## config.mk

```make
export PLATFORM = sky130hd
export DESIGN_NAME = rotary_cleaning_cycle_controller
export DESIGN_NICKNAME = d
export VERILOG_FILES = /design/src/rtl/rccc_pkg.sv /design/src/rtl/rotary_cleaning_cycle_controller.sv /design/src/rtl/rccc_front.sv /design/src/rtl/rccc_back.sv
export SDC_FILE = /design/constraint.sdc
export NUM_CORES = 2
export LEC_CHECK = 0
export BUFFER_PORTS_ARGS = -buffer_cell sky130_fd_sc_hd__buf_4
export CELL_PAD_IN_SITES_DETAIL_PLACEMENT = 0
export CELL_PAD_IN_SITES_GLOBAL_PLACEMENT = 1
export CORE_MARGIN = 2
export CORE_UTILIZATION = 52
export CTS_CLUSTER_SIZE = 12
export DETAILED_ROUTE_END_ITERATION = 10
export PLACE_DENSITY_LB_ADDON = 0.1
export SYNTH_ARGS = -nofsm -noshare
export SYNTH_HDL_FRONTEND = slang
export SYNTH_HIERARCHICAL = 1
export SYNTH_SLANG_ARGS = --single-unit
```

## constraint.sdc

```tcl
create_clock -name clk -period 10.22 [get_ports clk]
set_input_delay 2.044 -clock clk [delete_from_list [all_inputs] [get_ports clk]]
set_output_delay 2.044 -clock clk [all_outputs]
set_load 0.05 [all_outputs]
```

## src/rtl/rccc_pkg.sv

```systemverilog
// Shared types, codes and constants of the drum cleaning-cycle controller.
// Used by the front queue, the back sequencer and the top level.
package rccc_pkg;

    localparam logic [2:0] ACT_TICK   = 3'd0;
    localparam logic [2:0] ACT_CYCLE  = 3'd1;
    localparam logic [2:0] ACT_EMPTY  = 3'd2;
    localparam logic [2:0] ACT_RESET  = 3'd3;
    localparam logic [2:0] ACT_HOME   = 3'd4;
    localparam logic [2:0] ACT_PAUSE  = 3'd5;
    localparam logic [2:0] ACT_RESUME = 3'd6;
    localparam logic [2:0] ACT_BOOT   = 3'd7;

    localparam logic [3:0] S_IDLE   = 4'd0;
    localparam logic [3:0] S_CAT    = 4'd1;
    localparam logic [3:0] S_WAIT   = 4'd2;
    localparam logic [3:0] S_CCW    = 4'd3;
    localparam logic [3:0] S_DPAUSE = 4'd4;
    localparam logic [3:0] S_CW     = 4'd5;
    localparam logic [3:0] S_LOVER  = 4'd6;
    localparam logic [3:0] S_LRET   = 4'd7;
    localparam logic [3:0] S_LBOVER = 4'd8;
    localparam logic [3:0] S_LBRET  = 4'd9;
    localparam logic [3:0] S_EMPTY  = 4'd10;
    localparam logic [3:0] S_EPAUSE = 4'd11;
    localparam logic [3:0] S_RESET  = 4'd12;
    localparam logic [3:0] S_BOOT   = 4'd13;
    localparam logic [3:0] S_PAUSED = 4'd14;
    localparam logic [3:0] S_ERROR  = 4'd15;

    localparam logic [1:0] D_STOP = 2'd0;
    localparam logic [1:0] D_CCW  = 2'd1;
    localparam logic [1:0] D_CW   = 2'd2;

    localparam logic [1:0] ERR_NONE   = 2'd0;
    localparam logic [1:0] ERR_WDOG   = 2'd1;
    localparam logic [1:0] ERR_PINCH  = 2'd2;
    localparam logic [1:0] ERR_MANUAL = 2'd3;

    localparam logic [2:0] Z_SAFE    = 3'd0;
    localparam logic [2:0] Z_OUT     = 3'd1;
    localparam logic [2:0] Z_DUMP    = 3'd2;
    localparam logic [2:0] Z_RETURN  = 3'd3;
    localparam logic [2:0] Z_PAST_CW = 3'd4;
    localparam logic [2:0] Z_PAST_CC = 3'd5;
    localparam logic [2:0] Z_UNKNOWN = 3'd6;

    localparam logic [2:0] CFG_TIMEOUT  = 3'd0;
    localparam logic [2:0] CFG_CAT_MIN  = 3'd1;
    localparam logic [2:0] CFG_WAIT_MIN = 3'd2;
    localparam logic [2:0] CFG_DUMP     = 3'd3;
    localparam logic [2:0] CFG_LEVEL    = 3'd4;
    localparam logic [2:0] CFG_EPAUSE   = 3'd5;
    localparam logic [2:0] CFG_WEIGHT   = 3'd6;
    localparam logic [2:0] CFG_PRES     = 3'd7;

    localparam logic [9:0]  MS_PER_SEC = 10'd1000;
    localparam logic [15:0] MS_PER_MIN = 16'd60000;
    localparam logic [31:0] RESET_KICK_MS = 32'd1000;

    // Rounded-up 2^38 / 1000; the product shifted right by 38 is the exact
    // quotient by 1000 for every 32-bit dividend.
    localparam logic [28:0] MS_RECIP       = 29'd274877907;
    localparam int          MS_RECIP_SHIFT = 38;

    // One queued input item, with the combined presence sense added.
    typedef struct packed {
        logic [2:0]  action;
        logic [31:0] now_ms;
        logic        cat_switch;
        logic        cat_on_scale;
        logic        presence_seen;
        logic        at_home;
        logic        at_dump;
        logic [2:0]  saved_zone;
        logic        sense_any;
    } rccc_item_t;

    function automatic logic [2:0] zone_of(input logic [3:0] s);
        logic [2:0] z;
        case (s)
            S_CCW, S_EMPTY:     z = Z_OUT;
            S_DPAUSE, S_EPAUSE: z = Z_DUMP;
            S_CW:               z = Z_RETURN;
            S_LOVER, S_LRET:    z = Z_PAST_CW;
            S_LBOVER, S_LBRET:  z = Z_PAST_CC;
            S_RESET, S_BOOT:    z = Z_UNKNOWN;
            default:            z = Z_SAFE;
        endcase
        return z;
    endfunction

endpackage

```

## src/rtl/rotary_cleaning_cycle_controller.sv

```systemverilog
// Top level of the drum cleaning-cycle controller: front queue and back sequencer.
// Depends on rccc_pkg, rccc_front and rccc_back.
//
//  channel  | handshake             | payload
//  ---------+-----------------------+------------------------------------------
//  input    | in_valid / in_stall   | action, now_ms, sensor bits, saved_zone
//  result   | out_valid / out_stall | machine_state ... cycle_duration_sec
//  config   | cfg_we                | cfg_index, cfg_data
//
// An item that does not finish a cleaning cycle passes through the sequencer into
// the result register; one that finishes a cycle then goes through the product
// register of the reciprocal divide by 1000 of the duration before it is valid.
// A four-entry queue accepts items while the result waits on out_stall, until full.
// Reset is asynchronous and active low; it restores control but not data registers.
module rotary_cleaning_cycle_controller #(
    parameter int BACK_OVERSHOOT_SEC = 2,
    parameter int MANUAL_RESUME_SEC  = 60,
    parameter int PINCH_RESUME_SEC   = 10
) (
    input  logic        clk,
    input  logic        rst_n,
    input  logic        cfg_we,
    input  logic [2:0]  cfg_index,
    input  logic [15:0] cfg_data,
    input  logic        in_valid,
    output logic        in_stall,
    input  logic [2:0]  action,
    input  logic [31:0] now_ms,
    input  logic        cat_switch,
    input  logic        cat_on_scale,
    input  logic        presence_seen,
    input  logic        at_home,
    input  logic        at_dump,
    input  logic [2:0]  saved_zone,
    output logic        out_valid,
    input  logic        out_stall,
    output logic [3:0]  machine_state,
    output logic [1:0]  motor_drive,
    output logic        request_accepted,
    output logic        zone_write,
    output logic [2:0]  zone_value,
    output logic [1:0]  error_code,
    output logic        cycle_done,
    output logic [15:0] cycle_duration_sec
);
    import rccc_pkg::*;

    rccc_item_t item;
    logic       item_avail, pop;

    rccc_front u_front (
        .clk           (clk),
        .rst_n         (rst_n),
        .in_valid      (in_valid),
        .in_stall      (in_stall),
        .action        (action),
        .now_ms        (now_ms),
        .cat_switch    (cat_switch),
        .cat_on_scale  (cat_on_scale),
        .presence_seen (presence_seen),
        .at_home       (at_home),
        .at_dump       (at_dump),
        .saved_zone    (saved_zone),
        .pop           (pop),
        .item_avail    (item_avail),
        .item          (item)
    );

    rccc_back #(
        .BACK_OVERSHOOT_SEC (BACK_OVERSHOOT_SEC),
        .MANUAL_RESUME_SEC  (MANUAL_RESUME_SEC),
        .PINCH_RESUME_SEC   (PINCH_RESUME_SEC)
    ) u_back (
        .clk                (clk),
        .rst_n              (rst_n),
        .cfg_we             (cfg_we),
        .cfg_index          (cfg_index),
        .cfg_data           (cfg_data),
        .item_avail         (item_avail),
        .item               (item),
        .pop                (pop),
        .out_valid          (out_valid),
        .out_stall          (out_stall),
        .machine_state      (machine_state),
        .motor_drive        (motor_drive),
        .request_accepted   (request_accepted),
        .zone_write         (zone_write),
        .zone_value         (zone_value),
        .error_code         (error_code),
        .cycle_done         (cycle_done),
        .cycle_duration_sec (cycle_duration_sec)
    );

endmodule

```

## src/rtl/rccc_front.sv

```systemverilog
// Front part: accepts input items, adds the presence summary and queues them.
// Depends on rccc_pkg for the item type.
module rccc_front (
    input  logic                clk,
    input  logic                rst_n,
    input  logic                in_valid,
    output logic                in_stall,
    input  logic [2:0]          action,
    input  logic [31:0]         now_ms,
    input  logic                cat_switch,
    input  logic                cat_on_scale,
    input  logic                presence_seen,
    input  logic                at_home,
    input  logic                at_dump,
    input  logic [2:0]          saved_zone,
    input  logic                pop,
    output logic                item_avail,
    output rccc_pkg::rccc_item_t item
);
    import rccc_pkg::*;

    localparam int DEPTH = 4;
    localparam int AW = $clog2(DEPTH);

    rccc_item_t     mem [DEPTH];
    logic [AW-1:0]  wr_ptr_reg, rd_ptr_reg;
    logic [AW:0]    count_reg;
    logic           push;
    rccc_item_t     w_item;

    assign in_stall   = (count_reg == (AW+1)'(DEPTH));
    assign push       = in_valid && !in_stall;
    assign item_avail = (count_reg != '0);
    assign item       = mem[rd_ptr_reg];

    always_comb
    begin
        w_item.action        = action;
        w_item.now_ms        = now_ms;
        w_item.cat_switch    = cat_switch;
        w_item.cat_on_scale  = cat_on_scale;
        w_item.presence_seen = presence_seen;
        w_item.at_home       = at_home;
        w_item.at_dump       = at_dump;
        w_item.saved_zone    = saved_zone;
        w_item.sense_any     = cat_switch | cat_on_scale | presence_seen;
    end

    always_ff @(posedge clk)
    begin
        if (push)
        begin
            mem[wr_ptr_reg] <= w_item;
        end
    end

    always_ff @(posedge clk or negedge rst_n)
    begin
        if (!rst_n)
        begin
            wr_ptr_reg <= '0;
            rd_ptr_reg <= '0;
            count_reg  <= '0;
        end
        else
        begin
            if (push)
            begin
                wr_ptr_reg <= wr_ptr_reg + 1'b1;
            end
            if (pop)
            begin
                rd_ptr_reg <= rd_ptr_reg + 1'b1;
            end
            if (push && !pop)
            begin
                count_reg <= count_reg + 1'b1;
            end
            else if (pop && !push)
            begin
                count_reg <= count_reg - 1'b1;
            end
        end
    end

endmodule

```

## src/rtl/rccc_back.sv

```systemverilog
// Back part: configuration registers, the sixteen-state sequencer, a reciprocal
// divide by 1000 for cycle duration, and the result register. Uses rccc_pkg.
module rccc_back #(
    parameter int BACK_OVERSHOOT_SEC = 2,
    parameter int MANUAL_RESUME_SEC  = 60,
    parameter int PINCH_RESUME_SEC   = 10
) (
    input  logic                 clk,
    input  logic                 rst_n,
    input  logic                 cfg_we,
    input  logic [2:0]           cfg_index,
    input  logic [15:0]          cfg_data,
    input  logic                 item_avail,
    input  rccc_pkg::rccc_item_t item,
    output logic                 pop,
    output logic                 out_valid,
    input  logic                 out_stall,
    output logic [3:0]           machine_state,
    output logic [1:0]           motor_drive,
    output logic                 request_accepted,
    output logic                 zone_write,
    output logic [2:0]           zone_value,
    output logic [1:0]           error_code,
    output logic                 cycle_done,
    output logic [15:0]          cycle_duration_sec
);
    import rccc_pkg::*;

    localparam logic [31:0] BACK_MS   = 32'(BACK_OVERSHOOT_SEC * 1000);
    localparam logic [31:0] MANUAL_MS = 32'(MANUAL_RESUME_SEC * 1000);
    localparam logic [31:0] PINCH_MS  = 32'(PINCH_RESUME_SEC * 1000);

    localparam logic PH_RUN = 1'b0;
    localparam logic PH_DIV = 1'b1;

    // Configuration registers and their millisecond limits.
    logic [15:0] timeout_reg;
    logic [7:0]  cat_min_reg, wait_min_reg, dump_reg, level_reg, epause_reg;
    logic        weight_reg, pres_reg;
    logic [25:0] wd_ms_reg;
    logic [23:0] cat_ms_reg, wait_ms_reg;
    logic [17:0] dump_ms_reg, level_ms_reg, epause_ms_reg;

    // Controller state.
    logic [3:0]  cur_reg, pf_reg;
    logic [31:0] phase_reg, cbegin_reg, timed_reg, center_reg, cleft_reg, pstart_reg;
    logic        armed_reg, manual_reg, resetting_reg;
    logic [2:0]  lz_reg;
    logic [1:0]  drive_reg, err_reg;

    logic [3:0]  cur_next, pf_next;
    logic [31:0] phase_next, cbegin_next, timed_next, center_next, cleft_next, pstart_next;
    logic        armed_next, manual_next, resetting_next;
    logic [2:0]  lz_next;
    logic [1:0]  drive_next, err_next;

    logic        ok, zw, done, do_resume, still;
    logic [3:0]  base_state;
    logic [2:0]  base_lz, boot_lz, new_zone;
    logic [31:0] now, grace, dur_ms;

    // Sequencer phase, divider and result registers.
    logic        phase_mode_reg;
    logic        div_cnt_reg;
    logic [31:0] div_q_reg;
    logic [60:0] prod_reg;
    logic        out_free, exec;

    logic        ov_reg;
    logic [3:0]  o_state_reg;
    logic [1:0]  o_drive_reg, o_err_reg;
    logic        o_ok_reg, o_zw_reg, o_done_reg;
    logic [2:0]  o_zone_reg;
    logic [15:0] o_dur_reg;

    assign out_free = !ov_reg || !out_stall;
    assign exec     = (phase_mode_reg == PH_RUN) && item_avail && out_free;
    assign pop      = exec;
    assign now      = item.now_ms;

    always_ff @(posedge clk or negedge rst_n)
    begin
        if (!rst_n)
        begin
            timeout_reg  <= 16'd120;
            cat_min_reg  <= 8'd30;
            wait_min_reg <= 8'd7;
            dump_reg     <= 8'd5;
            level_reg    <= 8'd2;
            epause_reg   <= 8'd30;
            weight_reg   <= 1'b0;
            pres_reg     <= 1'b0;
        end
        else if (cfg_we)
        begin
            case (cfg_index)
                CFG_TIMEOUT:  timeout_reg  <= cfg_data;
                CFG_CAT_MIN:  cat_min_reg  <= cfg_data[7:0];
                CFG_WAIT_MIN: wait_min_reg <= cfg_data[7:0];
                CFG_DUMP:     dump_reg     <= cfg_data[7:0];
                CFG_LEVEL:    level_reg    <= cfg_data[7:0];
                CFG_EPAUSE:   epause_reg   <= cfg_data[7:0];
                CFG_WEIGHT:   weight_reg   <= cfg_data[0];
                CFG_PRES:     pres_reg     <= cfg_data[0];
                default:      ;
            endcase
        end
    end

    // Limits are registered from the configuration registers; an item executes no earlier
    // than the edge after its acceptance, so a write made before it arrives is seen.
    always_ff @(posedge clk)
    begin
        wd_ms_reg     <= 26'(timeout_reg) * 26'(MS_PER_SEC);
        cat_ms_reg    <= 24'(cat_min_reg) * 24'(MS_PER_MIN);
        wait_ms_reg   <= 24'(wait_min_reg) * 24'(MS_PER_MIN);
        dump_ms_reg   <= 18'(dump_reg) * 18'(MS_PER_SEC);
        level_ms_reg  <= 18'(level_reg) * 18'(MS_PER_SEC);
        epause_ms_reg <= 18'(epause_reg) * 18'(MS_PER_SEC);
    end

    always_comb
    begin
        cur_next       = cur_reg;
        pf_next        = pf_reg;
        phase_next     = phase_reg;
        cbegin_next    = cbegin_reg;
        timed_next     = timed_reg;
        center_next    = center_reg;
        cleft_next     = cleft_reg;
        pstart_next    = pstart_reg;
        armed_next     = armed_reg;
        manual_next    = manual_reg;
        resetting_next = resetting_reg;
        drive_next     = drive_reg;
        err_next       = err_reg;
        ok             = 1'b1;
        zw             = 1'b0;
        done           = 1'b0;
        do_resume      = 1'b0;
        base_state     = cur_reg;
        base_lz        = lz_reg;
        boot_lz        = (item.saved_zone > Z_UNKNOWN) ? Z_UNKNOWN : item.saved_zone;
        still          = item.cat_switch | (weight_reg & item.cat_on_scale)
                         | (pres_reg & item.presence_seen);
        grace          = manual_reg ? MANUAL_MS : PINCH_MS;
        dur_ms         = now - cbegin_reg;

        case (item.action)
            ACT_TICK:
            begin
                case (cur_reg)
                    S_IDLE:
                    begin
                        if (item.sense_any)
                        begin
                            center_next = now;
                            cur_next    = S_CAT;
                        end
                    end
                    S_CAT:
                    begin
                        if (!still || (now - center_reg) > 32'(cat_ms_reg))
                        begin
                            cleft_next = now;
                            cur_next   = S_WAIT;
                        end
                    end
                    S_WAIT:
                    begin
                        if (still)
                        begin
                            center_next = now;
                            cur_next    = S_CAT;
                        end
                        else if ((now - cleft_reg) >= 32'(wait_ms_reg))
                        begin
                            resetting_next = 1'b0;
                            drive_next     = D_CCW;
                            cbegin_next    = now;
                            phase_next     = now;
                            cur_next       = S_CCW;
                        end
                    end
                    S_PAUSED:
                    begin
                        if ((now - pstart_reg) >= grace)
                        begin
                            if (!item.cat_switch)
                            begin
                                do_resume = 1'b1;
                            end
                            else
                            begin
                                err_next   = manual_reg ? ERR_MANUAL : ERR_PINCH;
                                drive_next = D_STOP;
                                cur_next   = S_ERROR;
                            end
                        end
                    end
                    S_ERROR:
                    begin
                    end
                    default:
                    begin
                        if ((now - phase_reg) > 32'(wd_ms_reg))
                        begin
                            err_next   = ERR_WDOG;
                            drive_next = D_STOP;
                            cur_next   = S_ERROR;
                        end
                        else if (item.cat_switch)
                        begin
                            // Anti-pinch: stop and remember where we were.
                            drive_next  = D_STOP;
                            pf_next     = cur_reg;
                            pstart_next = now;
                            manual_next = 1'b0;
                            cur_next    = S_PAUSED;
                        end
                        else
                        begin
                            case (cur_reg)
                                S_CCW, S_EMPTY:
                                begin
                                    if (item.at_dump)
                                    begin
                                        drive_next = D_STOP;
                                        timed_next = now;
                                        phase_next = now;
                                        cur_next   = (cur_reg == S_CCW) ? S_DPAUSE : S_EPAUSE;
                                    end
                                end
                                S_DPAUSE:
                                begin
                                    if ((now - timed_reg) >= 32'(dump_ms_reg))
                                    begin
                                        drive_next = D_CW;
                                        phase_next = now;
                                        cur_next   = S_CW;
                                    end
                                end
                                S_CW:
                                begin
                                    if (item.at_home)
                                    begin
                                        if (level_reg == 8'd0)
                                        begin
                                            drive_next     = D_STOP;
                                            done           = !resetting_reg;
                                            resetting_next = 1'b0;
                                            cur_next       = S_IDLE;
                                        end
                                        else
                                        begin
                                            timed_next = now;
                                            phase_next = now;
                                            cur_next   = S_LOVER;
                                        end
                                    end
                                end
                                S_LOVER:
                                begin
                                    if ((now - timed_reg) >= 32'(level_ms_reg))
                                    begin
                                        drive_next = D_CCW;
                                        phase_next = now;
                                        armed_next = 1'b0;
                                        cur_next   = S_LRET;
                                    end
                                end
                                S_LRET:
                                begin
                                    if (!armed_reg)
                                    begin
                                        if (!item.at_home)
                                        begin
                                            armed_next = 1'b1;
                                        end
                                    end
                                    else if (item.at_home)
                                    begin
                                        timed_next = now;
                                        phase_next = now;
                                        cur_next   = S_LBOVER;
                                    end
                                end
                                S_LBOVER:
                                begin
                                    if ((now - timed_reg) >= BACK_MS)
                                    begin
                                        drive_next = D_CW;
                                        phase_next = now;
                                        armed_next = 1'b0;
                                        cur_next   = S_LBRET;
                                    end
                                end
                                S_LBRET:
                                begin
                                    if (!armed_reg)
                                    begin
                                        if (!item.at_home)
                                        begin
                                            armed_next = 1'b1;
                                        end
                                    end
                                    else if (item.at_home)
                                    begin
                                        drive_next     = D_STOP;
                                        done           = !resetting_reg;
                                        resetting_next = 1'b0;
                                        cur_next       = S_IDLE;
                                    end
                                end
                                S_EPAUSE:
                                begin
                                    if ((now - timed_reg) >= 32'(epause_ms_reg))
                                    begin
                                        phase_next = now;
                                        cur_next   = S_RESET;
                                    end
                                end
                                S_RESET:
                                begin
                                    if (item.at_home)
                                    begin
                                        drive_next     = D_STOP;
                                        resetting_next = 1'b0;
                                        cur_next       = S_IDLE;
                                    end
                                    else if ((now - phase_reg) > RESET_KICK_MS)
                                    begin
                                        drive_next = D_CW;
                                    end
                                end
                                S_BOOT:
                                begin
                                    if (item.at_home)
                                    begin
                                        drive_next = D_STOP;
                                        cur_next   = S_IDLE;
                                    end
                                end
                                default:
                                begin
                                end
                            endcase
                        end
                    end
                endcase
            end
            ACT_CYCLE, ACT_EMPTY:
            begin
                if (cur_reg != S_IDLE)
                begin
                    ok = 1'b0;
                end
                else
                begin
                    resetting_next = 1'b0;
                    drive_next     = D_CCW;
                    cbegin_next    = now;
                    phase_next     = now;
                    cur_next       = (item.action == ACT_CYCLE) ? S_CCW : S_EMPTY;
                end
            end
            ACT_RESET:
            begin
                drive_next = D_STOP;
                err_next   = ERR_NONE;
                if (!(cur_reg == S_ERROR || cur_reg == S_PAUSED || cur_reg == S_EMPTY ||
                      cur_reg == S_EPAUSE || cur_reg == S_DPAUSE || cur_reg == S_LOVER ||
                      cur_reg == S_LRET || cur_reg == S_LBOVER || cur_reg == S_LBRET ||
                      cur_reg == S_RESET))
                begin
                    ok = 1'b0;
                end
                else if (item.at_home)
                begin
                    resetting_next = 1'b0;
                    cur_next       = S_IDLE;
                end
                else
                begin
                    resetting_next = 1'b1;
                    cbegin_next    = now;
                    phase_next     = now;
                    if (item.at_dump)
                    begin
                        timed_next = now;
                        cur_next   = S_DPAUSE;
                    end
                    else
                    begin
                        drive_next = D_CCW;
                        cur_next   = S_CCW;
                    end
                end
            end
            ACT_HOME:
            begin
                if (cur_reg == S_IDLE)
                begin
                    ok = 1'b0;
                end
                else
                begin
                    drive_next  = D_STOP;
                    err_next    = ERR_NONE;
                    cbegin_next = now;
                    phase_next  = now;
                    if (item.at_home)
                    begin
                        resetting_next = 1'b0;
                        cur_next       = S_IDLE;
                    end
                    else
                    begin
                        resetting_next = 1'b1;
                        drive_next     = D_CW;
                        cur_next       = S_CW;
                    end
                end
            end
            ACT_PAUSE:
            begin
                if (cur_reg < S_CCW || cur_reg > S_BOOT)
                begin
                    ok = 1'b0;
                end
                else
                begin
                    drive_next  = D_STOP;
                    pf_next     = cur_reg;
                    pstart_next = now;
                    manual_next = 1'b1;
                    cur_next    = S_PAUSED;
                end
            end
            ACT_RESUME:
            begin
                if (cur_reg != S_PAUSED)
                begin
                    ok = 1'b0;
                end
                else
                begin
                    do_resume = 1'b1;
                end
            end
            default:
            begin
                // Boot: clear all but configuration, then restart from saved zone.
                base_state     = S_IDLE;
                cur_next       = S_IDLE;
                pf_next        = S_IDLE;
                phase_next     = '0;
                cbegin_next    = '0;
                timed_next     = '0;
                center_next    = '0;
                cleft_next     = '0;
                pstart_next    = '0;
                armed_next     = 1'b0;
                manual_next    = 1'b0;
                resetting_next = 1'b0;
                drive_next     = D_STOP;
                err_next       = ERR_NONE;
                base_lz        = boot_lz;
                if (item.at_home)
                begin
                    zw      = (boot_lz != Z_SAFE);
                    base_lz = Z_SAFE;
                end
                else
                begin
                    phase_next  = now;
                    cbegin_next = now;
                    if (boot_lz >= Z_OUT && boot_lz <= Z_PAST_CC)
                    begin
                        drive_next = (boot_lz == Z_PAST_CW) ? D_CCW : D_CW;
                        cur_next   = S_BOOT;
                    end
                    else
                    begin
                        resetting_next = 1'b1;
                        if (item.at_dump)
                        begin
                            timed_next = now;
                            cur_next   = S_DPAUSE;
                        end
                        else
                        begin
                            drive_next = D_CCW;
                            cur_next   = S_CCW;
                        end
                    end
                end
            end
        endcase

        if (do_resume)
        begin
            phase_next = now;
            case (pf_reg)
                S_CCW, S_EMPTY:     drive_next = D_CCW;
                S_DPAUSE, S_EPAUSE: timed_next = now;
                S_CW, S_RESET:      drive_next = D_CW;
                S_LOVER:
                begin
                    drive_next = D_CW;
                    timed_next = now;
                end
                S_LRET:
                begin
                    drive_next = D_CCW;
                    armed_next = 1'b0;
                end
                S_LBOVER:
                begin
                    drive_next = D_CCW;
                    timed_next = now;
                end
                S_LBRET:
                begin
                    drive_next = D_CW;
                    armed_next = 1'b0;
                end
                default:            ;
            endcase
            cur_next = pf_reg;
        end

        // Apart from boot, the saved zone only follows real state changes.
        new_zone = zone_of(cur_next);
        lz_next  = base_lz;
        if (cur_next != base_state && new_zone != base_lz)
        begin
            lz_next = new_zone;
            zw      = 1'b1;
        end
    end

    always_ff @(posedge clk or negedge rst_n)
    begin
        if (!rst_n)
        begin
            cur_reg        <= S_IDLE;
            pf_reg         <= S_IDLE;
            phase_reg      <= '0;
            cbegin_reg     <= '0;
            timed_reg      <= '0;
            center_reg     <= '0;
            cleft_reg      <= '0;
            pstart_reg     <= '0;
            armed_reg      <= 1'b0;
            manual_reg     <= 1'b0;
            resetting_reg  <= 1'b0;
            lz_reg         <= Z_SAFE;
            drive_reg      <= D_STOP;
            err_reg        <= ERR_NONE;
            phase_mode_reg <= PH_RUN;
            div_cnt_reg    <= 1'b0;
            ov_reg         <= 1'b0;
        end
        else
        begin
            if (ov_reg && !out_stall)
            begin
                ov_reg <= 1'b0;
            end
            if (exec)
            begin
                cur_reg       <= cur_next;
                pf_reg        <= pf_next;
                phase_reg     <= phase_next;
                cbegin_reg    <= cbegin_next;
                timed_reg     <= timed_next;
                center_reg    <= center_next;
                cleft_reg     <= cleft_next;
                pstart_reg    <= pstart_next;
                armed_reg     <= armed_next;
                manual_reg    <= manual_next;
                resetting_reg <= resetting_next;
                lz_reg        <= lz_next;
                drive_reg     <= drive_next;
                err_reg       <= err_next;
                if (done)
                begin
                    phase_mode_reg <= PH_DIV;
                    div_cnt_reg    <= 1'b0;
                end
                else
                begin
                    ov_reg <= 1'b1;
                end
            end
            else if (phase_mode_reg == PH_DIV)
            begin
                if (!div_cnt_reg)
                begin
                    div_cnt_reg <= 1'b1;
                end
                else if (out_free)
                begin
                    phase_mode_reg <= PH_RUN;
                    ov_reg         <= 1'b1;
                end
            end
        end
    end

    // Divide by 1000 as a multiply by the reciprocal and a shift: the product is
    // registered in prod_reg, then the quotient is taken into the result register.
    always_ff @(posedge clk)
    begin
        if (exec)
        begin
            o_state_reg <= cur_next;
            o_drive_reg <= drive_next;
            o_ok_reg    <= ok;
            o_zw_reg    <= zw;
            o_zone_reg  <= new_zone;
            o_err_reg   <= err_next;
            o_done_reg  <= done;
            o_dur_reg   <= '0;
            div_q_reg   <= dur_ms;
        end
        else if (phase_mode_reg == PH_DIV)
        begin
            if (!div_cnt_reg)
            begin
                prod_reg <= 61'(div_q_reg) * 61'(MS_RECIP);
            end
            else
            begin
                o_dur_reg <= prod_reg[MS_RECIP_SHIFT +: 16];
            end
        end
    end

    assign out_valid          = ov_reg;
    assign machine_state      = o_state_reg;
    assign motor_drive        = o_drive_reg;
    assign request_accepted   = o_ok_reg;
    assign zone_write         = o_zw_reg;
    assign zone_value         = o_zone_reg;
    assign error_code         = o_err_reg;
    assign cycle_done         = o_done_reg;
    assign cycle_duration_sec = o_dur_reg;

endmodule

```

* Word-level counts from Yosys, hierarchy flattened
Memories as Yosys holds them, arrays and structs flattened. Cells that the tools add are included.
Storage, ports and cells: output and inout bits 32, memories kept 2, bits in writable memories 176, logic and storage cells 456, ROM bits 48, register bits after elaboration 500, bits of input ports 67, bits in latches 0
Memory list:
- u_front.mem | words 4, bits a word 44, rd ports 1, clocked after Yosys merged registers in 0, write ports 1, RTL line rccc_front.sv:25 | rccc_item_t mem [DEPTH];
- (no name shown) | words 16, bits a word 3, rd ports 1, clocked after Yosys merged registers in 0, write ports 0, RTL line rccc_pkg.sv:81 | case (s)
Cells by class: muxes and demuxes 207, reduce and logical (&&, ||, !) cells 71, add/sub/neg operators 10, order comparisons 14, eq/ne operators 89, bitwise operators 12, multipliers 7, shifts and indexed selects 0, div/mod/pow operators 0
Operators with widths (count):
- 32-bit 2-to-1 mux | 43
- 32-bit one-hot mux with 5 select lines | 2
- 32-bit one-hot mux with 3 select lines | 3
- 32-bit one-hot mux with 2 select lines | 4
- 32-bit one-hot mux with 7 select lines | 1
- 32-bit subtractor | 6
- 4-bit 2-to-1 mux | 33
- 32-bit by 18-bit greater-or-equal comparator with 1-bit output | 3
- 1-bit 2-to-1 mux | 62
- 2-bit 2-to-1 mux | 30
- 32-bit by 29-bit multiplier with 54-bit output, second input constant | 1
- 4-bit equality test, second input constant | 13
- 8-bit by 7-bit multiplier with 15-bit output, second input constant | 3
- 8-bit by 11-bit multiplier with 19-bit output, second input constant | 2
- 4-bit one-hot mux with 9 select lines | 1
- 4-bit by 3-bit equality test with 1-bit output, second input constant | 8
- 32-bit by 11-bit greater-or-equal comparator with 1-bit output, second input constant | 1
- 32-bit by 24-bit greater-or-equal comparator with 1-bit output | 1
- 32-bit greater-or-equal comparator | 1
- 32-bit by 10-bit > comparator with 1-bit output, second input constant | 1
- 32-bit by 24-bit > comparator with 1-bit output | 1
- 32-bit by 26-bit > comparator with 1-bit output | 1
- 5-bit by 3-bit != test with 1-bit output, second input constant | 6
- 3-bit equality test, second input constant | 9
- other kinds (63) | 174

* Depth between registers and ports, before layout
An unclocked memory read counts as a cell.
word-level depth 17, gate-level depth with buffers 35, gate-level depth less buffers 33

* Hierarchy
The synthesis kept the hierarchy.
Modules (own cells, without submodules):
- rccc_back | area an instance 52629.2 um^2, times used 1, sequential area each 11108.2 um^2, cells an instance 5776
- rccc_front | area an instance 6835.3 um^2, times used 1, sequential area each 5460.2 um^2, cells an instance 266

* Worst setup path after synthesis
No wires, ideal clock.
path type register to register, start reg u_back.div_q_reg[14], end reg u_back.prod_reg[53], data pin, clock period less this slack 7.919 ns, setup time 0.260 ns, arrival time 7.659 ns, buffers on the path 0, slack 2.301 ns, data required time 9.960 ns, stages on the path, launching flop included 32, cells stage by stage edfxtp_1 > ha_1 > inv_1 > fa_1 > inv_1 > ha_1 > inv_1 > fa_1 > inv_1 > fa_1 > inv_1 > fa_1 > inv_1 > fa_1 > fa_1 > ha_1 > o21a_1 > o21ai_0 > o21bai_1 > a21oi_1 > or3_1 > or3_1 > o311ai_0 > nand3_1 > a311oi_1 > o21a_1 > o21ai_0 > a211oi_1 > o21a_1 > o21a_1 > nor2_1 > xnor2_1
Between the ends: longest elaborated chain between the ends 1
RTL lines:
- from (decl) | RTL line rccc_back.sv:65 | logic [31:0] div_q_reg;
- from (signal assigned) | RTL line rccc_back.sv:626 | div_q_reg <= dur_ms;
- 32-bit by 29-bit multiplier with 54-bit output | RTL line rccc_back.sv:632 | prod_reg <= 61'(div_q_reg) * 61'(MS_RECIP);
- to (signal assigned) | RTL line rccc_back.sv:632
- to (decl) | RTL line rccc_back.sv:66 | logic [60:0] prod_reg;
Every way passes these cells. A chain may end at the register's enable or synchronous reset.

==> summary.md <==
| Metric | Value |
|---|---|
| Max-cap violations | 0 |
| RSZ-0062 raised after global routing | false |
| Clock Root Buffer | clkbuf_16 |
| Total of flip-flops plus latches after synthesis | 638 |
| 1st-pass router iterations | 6 |
| Total Routing Usage GR | 26.40% |
| Worst setup startpoint | u_front/rd_ptr_reg[0] |
| I/O pin count | 99 |
| Estimated wirelength of the detail-placed design | 117.9 mm |
| Rel. slew slack | 39.19% |
| Antenna violations before repair | 1 |
| Top reg by flops | u_front/mem |
| Largest fanout on the critical path | 14 |
| Post-CTS clock slew at the launch and capture registers of the worst setup and hold paths | 60 ps |
| Total count of max-transition violations in the final report | 0 |
| H-tree lvl count | 3 |
| Stage delay of the slowest cell on the critical path | 770 ps |
| Total clock buffers created by CTS | 76 |
| Later-pin clock latency in the skew report | 670 ps |
| Maximum number of pins on one net before global-route repair | 122 |
| Min-Delay Path Class | reg2reg |
| Crit path DAT | 9530 ps |
| Core area | 113900 sq um |
| Number of nets in the finished design | 7606 |
| Endpoints failing setup | 0 |
| Final period demand of the worst path | 8975 ps |
| Synth top area cells | ha_1 20%, fa_1 16%, edfxtp_1 12% |
| Share of synthesized flip-flops with an asynchronous set or reset | 43.57% |
| Routed wire length | 151.0 mm |
| Total placed instance area | 62000 sq um |
| Warnings from Yosys | 6 |
| Worst setup EP type | flop |
| DRC marker count from the first detailed-route iteration | 2435 |
| Number of instances in the synthesized netlist | 6042 |
| DR vias/cell | 5.447 |
| Hold Crit Start | u_back/cycle_duration_sec[12] |
| Deepest clock path buffer count | 3 |
| CTS Hold Buffers Added | 0 |
| Area growth, synth to finish | 8.448% |
| Number of clock sinks seen by CTS | 638 |
| Average instance area after synthesis | 9.842 sq um |
| DRC errors left | 0 |
| Die width | 342.2 um |
| Post-Syn Nets | 7510 |
| Fmax | 111.4 MHz |
| Sum of overflow across all layers after global routing | 0 |
| Proportion of netlist area held by the largest area contributor | 19.65% |
| Number of flip-flops under the largest register name | 176 |
| Type of element launching the critical path | flop |
| Site row count | 124 |
| Synth cell count leaders | 1147 x inv_1, 934 x ha_1, 517 x nand2_1 |
| Area of all placed cells without fillers | 64490 sq um |
| Sequential fraction of the synthesis area | 27.86% |
| Die ar. | 117100 sq um |
| Residual antenna-violating net count after detailed routing | 0 |
| Most used standard cell by instance count after synthesis | inv_1 |
| Crit path max-delay cell type | mux4_2 |
| Layout cells sized above 1 | 7.035% |
| Final cell count without fillers | 7712 |
| Count of flip-flops with a built-in enable after synthesis | 238 |
| Setup slack, reg-to-reg | 1240 ps |
| Cell area after technology mapping | 59460 sq um |
| Final Skew | 47.39 ps |
| Startpoint-to-endpoint class of the critical path | reg2reg |
| Wire length of the first global-routing pass | 240.4 mm |
| Synth cell types | 114 |
| Number of hold violations in the final report | 0 |
| Worst Max-Slew Pin Slew | 912.2 ps |
| TritonCTS clock tree | done |
| Data required time at the worst endpoint | 10780 ps |
| Initial core utilization | 52.22% |
| Worst-case hold slack | 454.9 ps |
| Source of the worst register-to-register timing path | u_front/rd_ptr_reg[0] |
| I/O Buffers | 98 |
| Post_cts resized | 0 |
| Chip Height | 342.2 um |
| Number of vias after detailed routing | 42010 |
| Placer congestion estimate | 0.9043 |
| Post-CTS setup buffers | 0 |
| Average wire per standard cell | 19.58 um |
| Outcome | finished clean |
| Number of cells in the design after placement | 7572 |
| Library cell with the largest summed area after synthesis | ha_1 |
| Final period util | 87.82% |
| Aggregate negative setup slack | 0 ps |
| Synth Flop Type | dfrtp_1 |
| Via count of the first global-routing pass | 43150 |
[cell families (layout without fill, tap and decap cells)]
group,count (synthesis),after routing,share of synthesized area (%)
fa+ha+maj,1402,1402,35.39
xor+xnor,245,245,3.609
other cells,0,2,0
flops,638,638,27.86
compound gates,1197,1197,13.00
simple gates,1168,1168,9.060
mux,98,98,2.708
buf+inv,1294,1450,8.374
[path summary, 6_finish.rpt]
path,endpoint,cells past startpoint
setup / recovery,u_back/lz_reg[2],27
hold / removal,u_back/cycle_duration_sec[12],2
setup reg to reg,u_back/lz_reg[2],27
hold reg to reg,u_back/cycle_duration_sec[12],2
max in group asynchronous,u_back/cleft_reg[15],2
min in group asynchronous,u_front/count_reg[0],1
[cell usage in the layout, fill, tap and decap left out, drive strengths merged, types with 66 or more instances in the layout]
| master | Yosys | final |
|---|---|---|
| inv | 1149 | 1154 |
| ha | 934 | 934 |
| nand2 | 517 | 517 |
| fa | 467 | 467 |
| o21ai | 334 | 334 |
| a21oi | 300 | 300 |
| dfrtp | 260 | 260 |
| edfxtp | 238 | 238 |
| nor2 | 215 | 215 |
| xnor2 | 181 | 181 |
| buf | 39 | 160 |
| dfxtp | 122 | 122 |
| a21o | 115 | 115 |
| nand3 | 104 | 104 |
| clkbuf | 103 | 94 |
| o21bai | 66 | 66 |
[worst max-delay path, delay by kind of cell (launching register included)]
kind,cells,cell delay [ps]
XOR/XNOR,1,150
multiplexers,2,960
flip-flops,1,690
AO/OA/AOI/OAI,19,5040
AND/OR/NAND/NOR,1,760
buffers and inverters,2,520
adder cells (fa/ha/maj),2,720
[area by class of cell]
cell class | instances | area (sq um)
diodes | 2 | 5.005
flip-flops and latches | 638 | 16570
clock buffers | 94 | 2009
inverters | 1152 | 4325
multi-input cells | 4110 | 37980
repair buffers | 160 | 1234
clock inverters | 44 | 469.2
fillers | 10280 | 49390
well taps | 1512 | 1892
[per-layer routing]
metal | part of all wire, % | track usage (%)
met5 | 0 | 0
met4 | 2.9 | 7.401
met3 | 4.1 | 3.573
met2 | 48 | 44.14
met1 | 45 | 35.93
[metrics by stage]
step	utilization, %	setup WS [ps]
floorplan	-	2301
global placement	54.45	1309
detailed placement	54.45	1389
CTS	56.62	1330
global route	56.62	831.4
finish	56.63	1245
Power is not shown: default switching activity piles up to over one toggle a cycle in this logic, so the estimate is an artifact.
